File: src/rtl/wsg_pkg.sv
// Shared constants, types and the quarter-wave sine table for the waveform sample generator.
package wsg_pkg;

  // Fixed design constants
  localparam int SAMPLES  = 256;
  localparam int DAC_MAX  = 4095;
  localparam int REF_MV   = 3300;

  localparam int IDX_W    = $clog2(SAMPLES);
  localparam int HALF     = SAMPLES / 2;
  localparam int QTR      = SAMPLES / 4;
  localparam int QIDX_W   = $clog2(QTR + 1);
  localparam int CODE_W   = 12;
  localparam int MAG_W    = 15;
  localparam int AMP_W    = 11;
  localparam int MV_W     = 16;
  localparam int CENTER   = DAC_MAX / 2;

  // Amplitude scaling: floor(mv * DAC_MAX / DEN) by reciprocal multiplication
  localparam int          LIM_MV     = REF_MV / 2;
  localparam int          DEN        = 2 * LIM_MV;
  localparam int          AMP_MAX    = DAC_MAX / 2;
  localparam int          PROD_W     = 23;
  localparam int          AMP_SHIFT  = 36;
  localparam int          RECIP_W    = 25;
  localparam longint      AMP_RECIP  = ((64'sd1 <<< AMP_SHIFT) + DEN - 1) / DEN;
  localparam int          RESET_MV   = 1000;
  localparam int          RESET_AMP  = (RESET_MV * DAC_MAX) / DEN;

  // Configuration register indexes
  localparam logic [1:0] REG_WAVE_TYPE  = 2'd0;
  localparam logic [1:0] REG_ZERO_BASED = 2'd1;
  localparam logic [1:0] REG_AMPLITUDE  = 2'd2;

  // Waveform codes; the unused code falls back to sine
  localparam logic [1:0] WAVE_SINE     = 2'd0;
  localparam logic [1:0] WAVE_SQUARE   = 2'd1;
  localparam logic [1:0] WAVE_TRIANGLE = 2'd2;

  // Active configuration, with the amplitude already scaled to DAC counts
  typedef struct packed {
    logic [1:0]       wave_type;
    logic             zero_based;
    logic [AMP_W-1:0] amp;
  } wsg_cfg_t;

  typedef logic [MAG_W-1:0] qsine_tab_t [0:QTR];

  localparam longint HALF_PI_Q30 = 64'd1686629713;

  // Quarter-wave sine magnitudes in Q0.15, from a Taylor series in Q2.30.
  function automatic qsine_tab_t make_qsine();
    qsine_tab_t     tab;
    longint         x;
    longint         x2;
    longint         term;
    longint         sum;
    for (int j = 0; j <= QTR; j++) begin
      x    = (longint'(j * 4) * HALF_PI_Q30) / SAMPLES;
      x2   = (x * x) >>> 30;
      sum  = x;
      term = x;
      term = ((term * x2) >>> 30) / 6;
      sum  = sum - term;
      term = ((term * x2) >>> 30) / 20;
      sum  = sum + term;
      term = ((term * x2) >>> 30) / 42;
      sum  = sum - term;
      term = ((term * x2) >>> 30) / 72;
      sum  = sum + term;
      term = ((term * x2) >>> 30) / 110;
      sum  = sum - term;
      if (sum < 0) sum = 0;
      sum = (sum + 16384) >>> 15;
      if (sum > 32767) sum = 32767;
      tab[j] = sum[MAG_W-1:0];
    end
    return tab;
  endfunction

  localparam qsine_tab_t QSINE = make_qsine();

endpackage

File: src/rtl/waveform_sample_generator_top.sv
// Top level of the waveform sample generator: phase counter, pipeline and stream ports.
//
//   Channel   Direction  Signals                          Contents
//   s_        in         s_tvalid s_tready s_tdata[7:0]   restart request (bit 0)
//   m_        out        m_tvalid m_tready m_tdata[23:0]  dac_code, sample_index
//                        m_tlast                          period_end
//   cfg_      in         cfg_valid cfg_ready cfg_index    register writes
//                        cfg_data
//
// One request is accepted per cycle while s_tready is high; its result reaches the
// output through an index register and then an output register.
// The phase counter advances at each accepted request, wrapping after SAMPLES.
// Reset clears the phase to 0 and loads the default configuration.
// A stalled output holds its data; the index stage accepts while it is empty or
// its request moves on to the output register in the same cycle.
module waveform_sample_generator_top (
  input  logic        clk,
  input  logic        rst,
  input  logic        s_tvalid,
  output logic        s_tready,
  input  logic [7:0]  s_tdata,    // [0] restart, [7:1] zero
  output logic        m_tvalid,
  input  logic        m_tready,
  output logic [23:0] m_tdata,    // [11:0] dac_code, [19:12] sample_index, [23:20] zero
  output logic        m_tlast,    // period_end
  input  logic        cfg_valid,
  output logic        cfg_ready,
  input  logic [1:0]  cfg_index,
  input  logic [15:0] cfg_data
);

  wsg_pkg::wsg_cfg_t                 cfg;
  logic [wsg_pkg::IDX_W-1:0]         phase;
  logic [wsg_pkg::IDX_W-1:0]         cur_idx;
  logic [wsg_pkg::IDX_W-1:0]         s1_idx;
  logic                              s1_valid;
  logic                              advance;
  logic                              accept;
  logic [wsg_pkg::CODE_W-1:0]        code;
  logic [wsg_pkg::CODE_W-1:0]        out_code;
  logic [wsg_pkg::IDX_W-1:0]         out_idx;
  logic                              out_last;

  wsg_cfg u_cfg (
    .clk       (clk),
    .rst       (rst),
    .cfg_valid (cfg_valid),
    .cfg_ready (cfg_ready),
    .cfg_index (cfg_index),
    .cfg_data  (cfg_data),
    .cfg       (cfg)
  );

  wsg_shape u_shape (
    .cfg  (cfg),
    .idx  (s1_idx),
    .code (code)
  );

  // Flow control between the index stage and the output register.
  assign advance  = !m_tvalid || m_tready;
  assign s_tready = !s1_valid || advance;
  assign accept   = s_tvalid && s_tready;
  assign cur_idx  = s_tdata[0] ? '0 : phase;

  // Control state: phase counter and stage valid bits.
  always_ff @(posedge clk) begin
    if (rst) begin
      phase    <= '0;
      s1_valid <= 1'b0;
      m_tvalid <= 1'b0;
    end else begin
      if (accept) begin
        if (cur_idx == wsg_pkg::IDX_W'(wsg_pkg::SAMPLES - 1)) begin
          phase <= '0;
        end else begin
          phase <= cur_idx + 1'b1;
        end
      end
      if (s_tready) begin
        s1_valid <= s_tvalid;
      end
      if (advance) begin
        m_tvalid <= s1_valid;
      end
    end
  end

  // Payload registers.
  always_ff @(posedge clk) begin
    if (accept) begin
      s1_idx <= cur_idx;
    end
    if (advance && s1_valid) begin
      out_code <= code;
      out_idx  <= s1_idx;
      out_last <= (s1_idx == wsg_pkg::IDX_W'(wsg_pkg::SAMPLES - 1));
    end
  end

  assign m_tdata = {4'b0000, out_idx, out_code};
  assign m_tlast = out_last;

endmodule

File: src/rtl/wsg_cfg.sv
// Configuration registers, with the millivolt amplitude scaled to DAC counts on write.
module wsg_cfg (
  input  logic                     clk,
  input  logic                     rst,
  input  logic                     cfg_valid,
  output logic                     cfg_ready,
  input  logic [1:0]               cfg_index,
  input  logic [wsg_pkg::MV_W-1:0] cfg_data,
  output wsg_pkg::wsg_cfg_t        cfg
);

  logic [wsg_pkg::AMP_W-1:0]                 mv_sat;
  logic [wsg_pkg::PROD_W-1:0]                mv_prod;
  logic [wsg_pkg::PROD_W+wsg_pkg::RECIP_W-1:0] scaled;
  logic [wsg_pkg::PROD_W+wsg_pkg::RECIP_W-wsg_pkg::AMP_SHIFT-1:0] quot;
  logic [wsg_pkg::AMP_W-1:0]                 amp_next;

  assign cfg_ready = 1'b1;

  // Saturate to half reference, multiply by DAC_MAX, divide by the reference span.
  always_comb begin
    if (cfg_data > wsg_pkg::MV_W'(wsg_pkg::LIM_MV)) begin
      mv_sat = wsg_pkg::AMP_W'(wsg_pkg::LIM_MV);
    end else begin
      mv_sat = cfg_data[wsg_pkg::AMP_W-1:0];
    end
    mv_prod = wsg_pkg::PROD_W'(mv_sat) * wsg_pkg::PROD_W'(wsg_pkg::DAC_MAX);
    scaled  = (wsg_pkg::PROD_W+wsg_pkg::RECIP_W)'(mv_prod) *
              (wsg_pkg::PROD_W+wsg_pkg::RECIP_W)'(wsg_pkg::AMP_RECIP);
    quot    = scaled[wsg_pkg::PROD_W+wsg_pkg::RECIP_W-1:wsg_pkg::AMP_SHIFT];
    if (quot > ($bits(quot))'(wsg_pkg::AMP_MAX)) begin
      amp_next = wsg_pkg::AMP_W'(wsg_pkg::AMP_MAX);
    end else begin
      amp_next = quot[wsg_pkg::AMP_W-1:0];
    end
  end

  // Register writes; indexes past the list are ignored.
  always_ff @(posedge clk) begin
    if (rst) begin
      cfg.wave_type  <= wsg_pkg::WAVE_SINE;
      cfg.zero_based <= 1'b1;
      cfg.amp        <= wsg_pkg::AMP_W'(wsg_pkg::RESET_AMP);
    end else if (cfg_valid && cfg_ready) begin
      unique case (cfg_index)
        wsg_pkg::REG_WAVE_TYPE:  cfg.wave_type  <= cfg_data[1:0];
        wsg_pkg::REG_ZERO_BASED: cfg.zero_based <= cfg_data[0];
        wsg_pkg::REG_AMPLITUDE:  cfg.amp        <= amp_next;
        default: ;
      endcase
    end
  end

endmodule

File: src/rtl/wsg_shape.sv
// Sample code for one phase index: sine, square or triangle, zero based or centred.
module wsg_shape (
  input  wsg_pkg::wsg_cfg_t           cfg,
  input  logic [wsg_pkg::IDX_W-1:0]   idx,
  output logic [wsg_pkg::CODE_W-1:0]  code
);

  localparam int QB_W = wsg_pkg::IDX_W - 2;
  localparam int HB_W = wsg_pkg::IDX_W - 1;

  logic [1:0]                          quadrant;
  logic [QB_W-1:0]                     qoff;
  logic [wsg_pkg::QIDX_W-1:0]          taddr;
  logic [wsg_pkg::MAG_W-1:0]           mag;
  logic                                neg;
  logic [wsg_pkg::MAG_W+wsg_pkg::AMP_W-1:0] prod;
  logic [wsg_pkg::MAG_W+wsg_pkg::AMP_W:0]   zb_sum;
  logic [wsg_pkg::MAG_W+wsg_pkg::AMP_W+2:0] ct_sum;
  logic [wsg_pkg::CODE_W-1:0]          sine_code;
  logic [wsg_pkg::CODE_W-1:0]          high;
  logic [wsg_pkg::CODE_W-1:0]          low;
  logic [wsg_pkg::CODE_W-1:0]          span;
  logic [HB_W+wsg_pkg::CODE_W-1:0]     ramp_prod;
  logic [wsg_pkg::CODE_W-1:0]          ramp;
  logic [wsg_pkg::CODE_W-1:0]          tri_code;
  logic [wsg_pkg::CODE_W-1:0]          sq_code;

  // Quadrant folding into the quarter-wave table.
  always_comb begin
    quadrant = idx[wsg_pkg::IDX_W-1 -: 2];
    qoff     = idx[QB_W-1:0];
    if (quadrant[0]) begin
      taddr = wsg_pkg::QIDX_W'(wsg_pkg::QTR) - wsg_pkg::QIDX_W'(qoff);
    end else begin
      taddr = wsg_pkg::QIDX_W'(qoff);
    end
    mag = wsg_pkg::QSINE[taddr];
    neg = quadrant[1];
  end

  // Sine scaling: one magnitude product serves both output forms.
  always_comb begin
    prod = ($bits(prod))'(mag) * ($bits(prod))'(cfg.amp);
    if (neg) begin
      zb_sum = (($bits(zb_sum))'(cfg.amp) << 15) - ($bits(zb_sum))'(prod);
      ct_sum = (($bits(ct_sum))'(wsg_pkg::DAC_MAX) << 15) - (($bits(ct_sum))'(prod) << 1);
    end else begin
      zb_sum = (($bits(zb_sum))'(cfg.amp) << 15) + ($bits(zb_sum))'(prod);
      ct_sum = (($bits(ct_sum))'(wsg_pkg::DAC_MAX) << 15) + (($bits(ct_sum))'(prod) << 1);
    end
    if (cfg.zero_based) begin
      sine_code = zb_sum[15 +: wsg_pkg::CODE_W];
    end else begin
      sine_code = ct_sum[16 +: wsg_pkg::CODE_W];
    end
  end

  // Levels shared by square and triangle.
  always_comb begin
    if (cfg.zero_based) begin
      high = wsg_pkg::CODE_W'(cfg.amp) << 1;
      low  = '0;
    end else begin
      high = wsg_pkg::CODE_W'(wsg_pkg::CENTER) + wsg_pkg::CODE_W'(cfg.amp);
      low  = wsg_pkg::CODE_W'(wsg_pkg::CENTER) - wsg_pkg::CODE_W'(cfg.amp);
    end
    span = high - low;
  end

  // Square: high for the first half period.
  assign sq_code = idx[wsg_pkg::IDX_W-1] ? low : high;

  // Triangle: linear ramp over each half with fixed endpoints.
  always_comb begin
    ramp_prod = ($bits(ramp_prod))'(idx[HB_W-1:0]) * ($bits(ramp_prod))'(span);
    ramp      = ramp_prod[HB_W +: wsg_pkg::CODE_W];
    if (idx == '0 || idx == wsg_pkg::IDX_W'(wsg_pkg::SAMPLES - 1)) begin
      tri_code = low;
    end else if (idx == wsg_pkg::IDX_W'(wsg_pkg::HALF - 1)) begin
      tri_code = high;
    end else if (!idx[wsg_pkg::IDX_W-1]) begin
      tri_code = low + ramp;
    end else begin
      tri_code = high - ramp;
    end
  end

  // Waveform select; the unused code produces sine.
  always_comb begin
    case (cfg.wave_type)
      wsg_pkg::WAVE_SQUARE:   code = sq_code;
      wsg_pkg::WAVE_TRIANGLE: code = tri_code;
      default:                code = sine_code;
    endcase
  end

endmodule
File: config.mk
export PLATFORM = sky130hd
export DESIGN_NAME = waveform_sample_generator_top
export DESIGN_NICKNAME = d
export VERILOG_FILES = /design/src/rtl/wsg_pkg.sv /design/src/rtl/waveform_sample_generator_top.sv /design/src/rtl/wsg_cfg.sv /design/src/rtl/wsg_shape.sv
export SDC_FILE = /design/constraint.sdc
export NUM_CORES = 1
export LEC_CHECK = 0
export ABC_AREA = 1
export BUFFER_PORTS_ARGS = -buffer_cell sky130_fd_sc_hd__buf_2
export CAP_MARGIN = 20
export CORE_ASPECT_RATIO = 1.75
export CORE_MARGIN = 1
export CORE_UTILIZATION = 50
export CTS_CLUSTER_DIAMETER = 200
export DETAILED_ROUTE_END_ITERATION = 12
export PLACE_DENSITY = 0.68
export SLEW_MARGIN = 10
export SYNTH_ARGS = -nofsm -noshare
export SYNTH_HDL_FRONTEND = slang
export SYNTH_SLANG_ARGS = --single-unit
export TNS_END_PERCENT = 100
File: constraint.sdc
create_clock -name clk -period 15.25 [get_ports clk]
set_input_delay 3.05 -clock clk [delete_from_list [all_inputs] [get_ports clk]]
set_output_delay 3.05 -clock clk [all_outputs]
set_load 0.01 [all_outputs]
==> results of run 1 <==
-- cells by family after synthesis --
family                   Yosys count  synth area share, %
other                              2              0.02864
flip-flops                        53                5.154
adder cells (fa/ha/maj)          792                47.30
AO/OA/AOI/OAI                    492                10.68
buffers and inverters            873                12.74
AND/OR/NAND/NOR                 1306                20.90
XOR/XNOR                          93                3.193
-- worst paths after layout --
kind	depth (start not counted)	endpoint	slack, ns	from
worst max-delay path	51	u_cfg.cfg[0]	0.77	cfg_data[1]
worst min-delay path	2	phase[5]	0.47	phase[5]
worst max register to register	42	out_code[9]	4.10	s1_idx[1]
worst min register to register	2	phase[5]	0.47	phase[5]
-- metal layers --
metal,up-vias,share of wire (%),wire (µm)
met5,-,0.016,12
li1,11426,-,-
met3,268,3.0,2241
met1,11191,33,25070
met4,2,9.0,6840
met2,651,55,41650
-- worst max-delay path: cells and delay by family --
family	cells	cell delay, ns
and+or+nand+nor	17	2.53
adders and majority gates	13	5.75
AOI/OAI and AO/OA	8	1.26
buffers and inverters	9	1.09
xor gates and xnor gates	4	0.97
-- state kept, by name, summed over array words and instances (netlist names) --
| register | count |
|---|---|
| m_tlast | 1 |
| m_tvalid | 1 |
| out_code | 12 |
| out_idx | 8 |
| phase | 8 |
| s1_idx | 8 |
| s1_valid | 1 |
| u_cfg.cfg | 14 |
-- layout make-up --
type                       count  area share, %
inverter                     792          10.83
clock inverter                 3         0.1048
sequential                    53          4.921
multi-input combinational   2688          78.44
tap                          672          3.062
clock buffer                   5         0.4556
timing repair buffer          95          2.178
-- layout by cell type (no fill, tap or decap), types with 14 or more instances in the layout --
cell / instances
a21o_1: 16
a21oi_1: 201
a31oi_1: 17
buf_2: 46
buf_4: 49
dfxtp_1: 24
edfxtp_1: 29
fa_1: 332
ha_1: 460
inv_1: 773
inv_2: 14
nand2_1: 759
nand3_1: 156
nand4_1: 32
nor2_1: 263
nor3_1: 27
o211ai_1: 26
o21ai_0: 155
o21bai_1: 15
or2_2: 17
xnor2_1: 24
xor2_1: 66
-- stage by stage --
stage / worst slack (ns) / std cells
global placement: 0.5712 / 4296
global route: -0.05939 / 4308
finish: 0.7667 / 4308
detailed placement: 0.4067 / 4296
floorplan: 1.398 / 3614
CTS: 0.7268 / 4304
==> key figures, run 1 <==
STA
  – Final hold violation count: 0
  – Hold_ws: 0.4677 ns
  – Post-route minimum period: about 14 ns
  – Final worst-path cycle share: 94.97%
  – Max-slew headroom: 23.75%
  – Final setup violation count: 0
  – Clk_skew: between 0.009 and 0.01 ns
  – Worst-margin pin slew: 1.142 ns
  – Fin Setup TNS: 0 ns
  – Max Clk Rate: roughly 69 MHz
  – Max Slew Vio Count: 0

Worst setup path
  – Critical Path AT: 14.70 ns
  – Crit. End Element: register
  – Worst EP required: 15.47 ns
  – Critical path fanouts, max: 8
  – Startpoint Class: input port
  – Worst path most repeated cell: nand2_1
  – Worst path slowest cell: fa_1
  – CP Class: input port to register
  – Slowest stage delay, CP: between 0.5 and 0.6 ns

Global routing
  – GR Util met1: 27.35%
  – Antenna violations before repair: 2
  – First-pass GRT wire length: roughly 120000 µm
  – Global route overflow: 0
  – Largest net degree at the start of global routing: 61
  – M3 GR Usage: 1.747%
  – Most Used Layer, Global Route: met2
  – Global Route Usage Sum: around 29%
  – Vias in the first global route: 24116
  – GR Layer Usage met2: 56.53%

Floorplanning
  – Initial core utilization: 50.80%
  – Die Height: 304.9 µm
  – Die area: 53390 µm²
  – FP Rows: 110
  – Ports: 59
  – Core ar.: 51610 µm²
  – Die width: ~180 µm

Placed design
  – RD Place Congestion: 0.9774
  – DP HPWL: 65330 µm
  – Port buffer count: 46
  – Post-DP Area: 27280 µm²

Route
  – Vias/cell: roughly 5.5
  – Initial DRC count: 1405
  – Detail Route Antenna Nets: 0
  – WL per Instance: 17.60 µm
  – Vias: 23538
  – 1st-pass router iterations: 8
  – Routed WL: 75820 µm
  – Drt drc: 0

Synthesis
  – Post-synth top cells: inv_1, nand2_1, ha_1
  – Area contributors post-synth: fa_1, ha_1, inv_1
  – Cell Area, Synth: 26220 µm²
  – Syn_area_per_cell: 7.260 µm²
  – Synth top area share: between 20% and 30%
  – FF+latch count, synth: 53
  – Primary FF master, synth: edfxtp_1
  – Library cells used by synthesis: 65
  – Sequential-to-total area share from yosys stat: 5.154%
  – Async S/R FF share, synth: 0%
  – EDFF count, synth: 29
  – Yosys Warn Count: 0
  – Top cell type by total area after synthesis: fa_1
  – Top-count cell post-synth: inv_1
  – Syn Inst Count: about 3600

Flow run
  – Max-Cap Viols: 0

Layout
  – Final Util: 53.21%
  – Antenna diodes: 0
  – P&R area growth vs syn: 4.744%
  – Sequential cell area: between 1000 and 1500 µm²
  – Layout cells sized above 1: 4.813%
  – Fin area: 27460 µm²
  – FILL cells: 5193
  – Multi-input combinational cell area: 21540 µm²
  – Layout Nets: 4458

Min path
  – Worst min-delay path category: register to register

Status
  – Status: complete, no violations

CTS
  – Cts hold-fix bufs: 0
  – CTS root buf: clkbuf_16
  – CTS buffer count: 5
  – # H-tree levels: 2
  – Longest Clk Path Bufs: 2
  – Postcts setup bufs: 0
  – CTS tree: yes
  – Cts repair resizes: 0
  – Clock latency on the worst-skew pair: 0.32 ns
  – Worst-path clk slew: 0.09 ns
  – CTS sink cnt: 53
Power of run 1 is not shown: default switching activity piles up to over one toggle a cycle in this logic, so the estimate is an artifact.
==> run 2, diff against run 1 <==
- CTS_BUF_LIST: not set -> sky130_fd_sc_hd__clkbuf_8
==> key figures, run 2 (synthesized netlist as in run 1, its figures left out) <==
Global routing
  – First-pass GRT wire length: ~120000 µm
  – Global Route Usage Sum: between 20 and 30%
  – Global route overflow: 0
  – Antenna violations before repair: 2
  – Vias in the first global route: 24105
  – Largest net degree at the start of global routing: 61

Placed design
  – Port buffer count: 46
  – Post-DP Area: approximately 27000 µm²
  – Post-Place Cells: 4296
  – RD Place Congestion: approximately 0.98
  – DP HPWL: 65330 µm

Worst setup path
  – Slowest stage delay, CP: slightly below 0.6 ns
  – Worst path most repeated cell: nand2_1
  – Worst Setup SP: cfg_data[1]
  – R2R Path End: out_code[9]
  – Reg2reg setup slack: 4.07 ns
  – Crit. End Element: register
  – Worst R2R Start: s1_idx[1]
  – Critical path fanouts, max: 8
  – Critical Path AT: ~15 ns
  – Worst EP required: 15.51 ns
  – Startpoint Class: input port
  – Worst path slowest cell: fa_1
  – CP Class: input port to register
  – Worst reg2reg path depth: between 40 and 50

STA
  – Max-slew headroom: ~23%
  – Final worst-path cycle share: 94.54%
  – Max Slew Vio Count: 0
  – Worst-margin pin slew: 1.152 ns
  – Fin Setup TNS: 0 ns
  – Final hold violation count: 0
  – Final setup violation count: 0
  – Post-route minimum period: around 14 ns
  – Max Clk Rate: 69.36 MHz
  – Clk_skew: 0.01681 ns

Layout
  – Max FFs per register: 14
  – Most frequent cells in the layout: inv_1, nand2_1, ha_1
  – Top flop regs: u_cfg.cfg (14), out_code (12)
  – Biggest register: u_cfg.cfg
  – Final Util: around 53%
  – Layout cells sized above 1: 4.813%
  – P&R area growth vs syn: 4.529%
  – FILL cells: 5199
  – Leading cell type in the layout, fill and taps excluded: inv_1
  – Fin area: 27410 µm²
  – Antenna diodes: 0
  – Layout Nets: 4458
  – Fin cells: between 4000 and 5000

CTS
  – CTS sink cnt: 53
  – # H-tree levels: 2
  – Cts hold-fix bufs: 0
  – Longest Clk Path Bufs: 2
  – CTS buffer count: 5
  – Clock latency on the worst-skew pair: roughly 0.35 ns
  – CTS root buf: clkbuf_8
  – Cts repair resizes: 0
  – Postcts setup bufs: 0
  – CTS tree: yes
  – Worst-path clk slew: 0.13 ns

Floorplanning
  – Core ar.: around 52000 µm²
  – Ports: 59
  – FP Rows: 110
  – Initial core utilization: 50.80%
  – Die area: 53390 µm²
  – Die width: 175.1 µm
  – Die Height: 304.9 µm

Route
  – WL per Instance: 17.58 µm
  – Detail Route Antenna Nets: 0
  – Vias: about 23000
  – Initial DRC count: 1443
  – Routed WL: 75760 µm
  – Drt drc: 0
  – 1st-pass router iterations: 8
  – Vias/cell: 5.453

Min path
  – Worst hold start: phase[5]
  – Hold Path Stages: 2
  – End of the worst hold path: phase[5]
  – Worst min-delay path category: register to register

Status
  – Status: complete, no violations

Flow run
  – Max-Cap Viols: 0
==> run 2: cell counts in the layout (fill, tap and decap cells not counted) <==
Identical to the previous run, type by type.
==> run 2: per-stage QoR <==
step | setup slack [ns] | hold WS (ns)
after floorplan | 1.398 | 0.4277
after global placement | 0.5712 | 0.4535
after detailed placement | 0.4067 | 0.4585
after CTS | 0.7682 | 0.4772
after global routing | -0.01755 | 0.4929
final | 0.8321 | 0.4732
==> run 2: cell type report <==
type	count	area (µm²)	share of cell area [%]
clock inverters	3	28.78	0.1050
inverters	792	2975	10.86
multi-input cells	2688	21540	78.61
flip-flops and latches	53	1351	4.931
clock buffers	5	68.82	0.2511
repair buffers	95	598.1	2.182
well taps	672	840.8	3.068
==> run 2: critical path: cells and delay by family <==
family | cells | cell delay [ns]
compound gates | 8 | 1.27
xor+xnor | 4 | 0.97
fa+ha+maj | 13 | 5.75
buf+inv | 9 | 1.09
simple gates | 17 | 2.51
==> run 2: worst max-delay path by stage <==
stage | slack, ns | endpoint
after global routing | -0.02 | u_cfg.cfg[0]
after detailed placement | 0.41 | u_cfg.cfg[0]
final | 0.83 | u_cfg.cfg[0]
after global placement | 0.57 | u_cfg.cfg[7]
after floorplan | 1.40 | u_cfg.cfg[5]
after CTS | 0.77 | u_cfg.cfg[0]
==> run 2: routing by layer <==
metal / vias up / share of wire (%) / GRT usage (%)
li1: 11424 / - / -
met1: 11185 / 33 / 27.25
met2: 610 / 55 / 56.56
met3: 270 / 2.9 / 1.709
met4: 2 / 8.9 / 22.26
met5: - / 0.016 / 0
Power of run 2 is left out for the same reason.
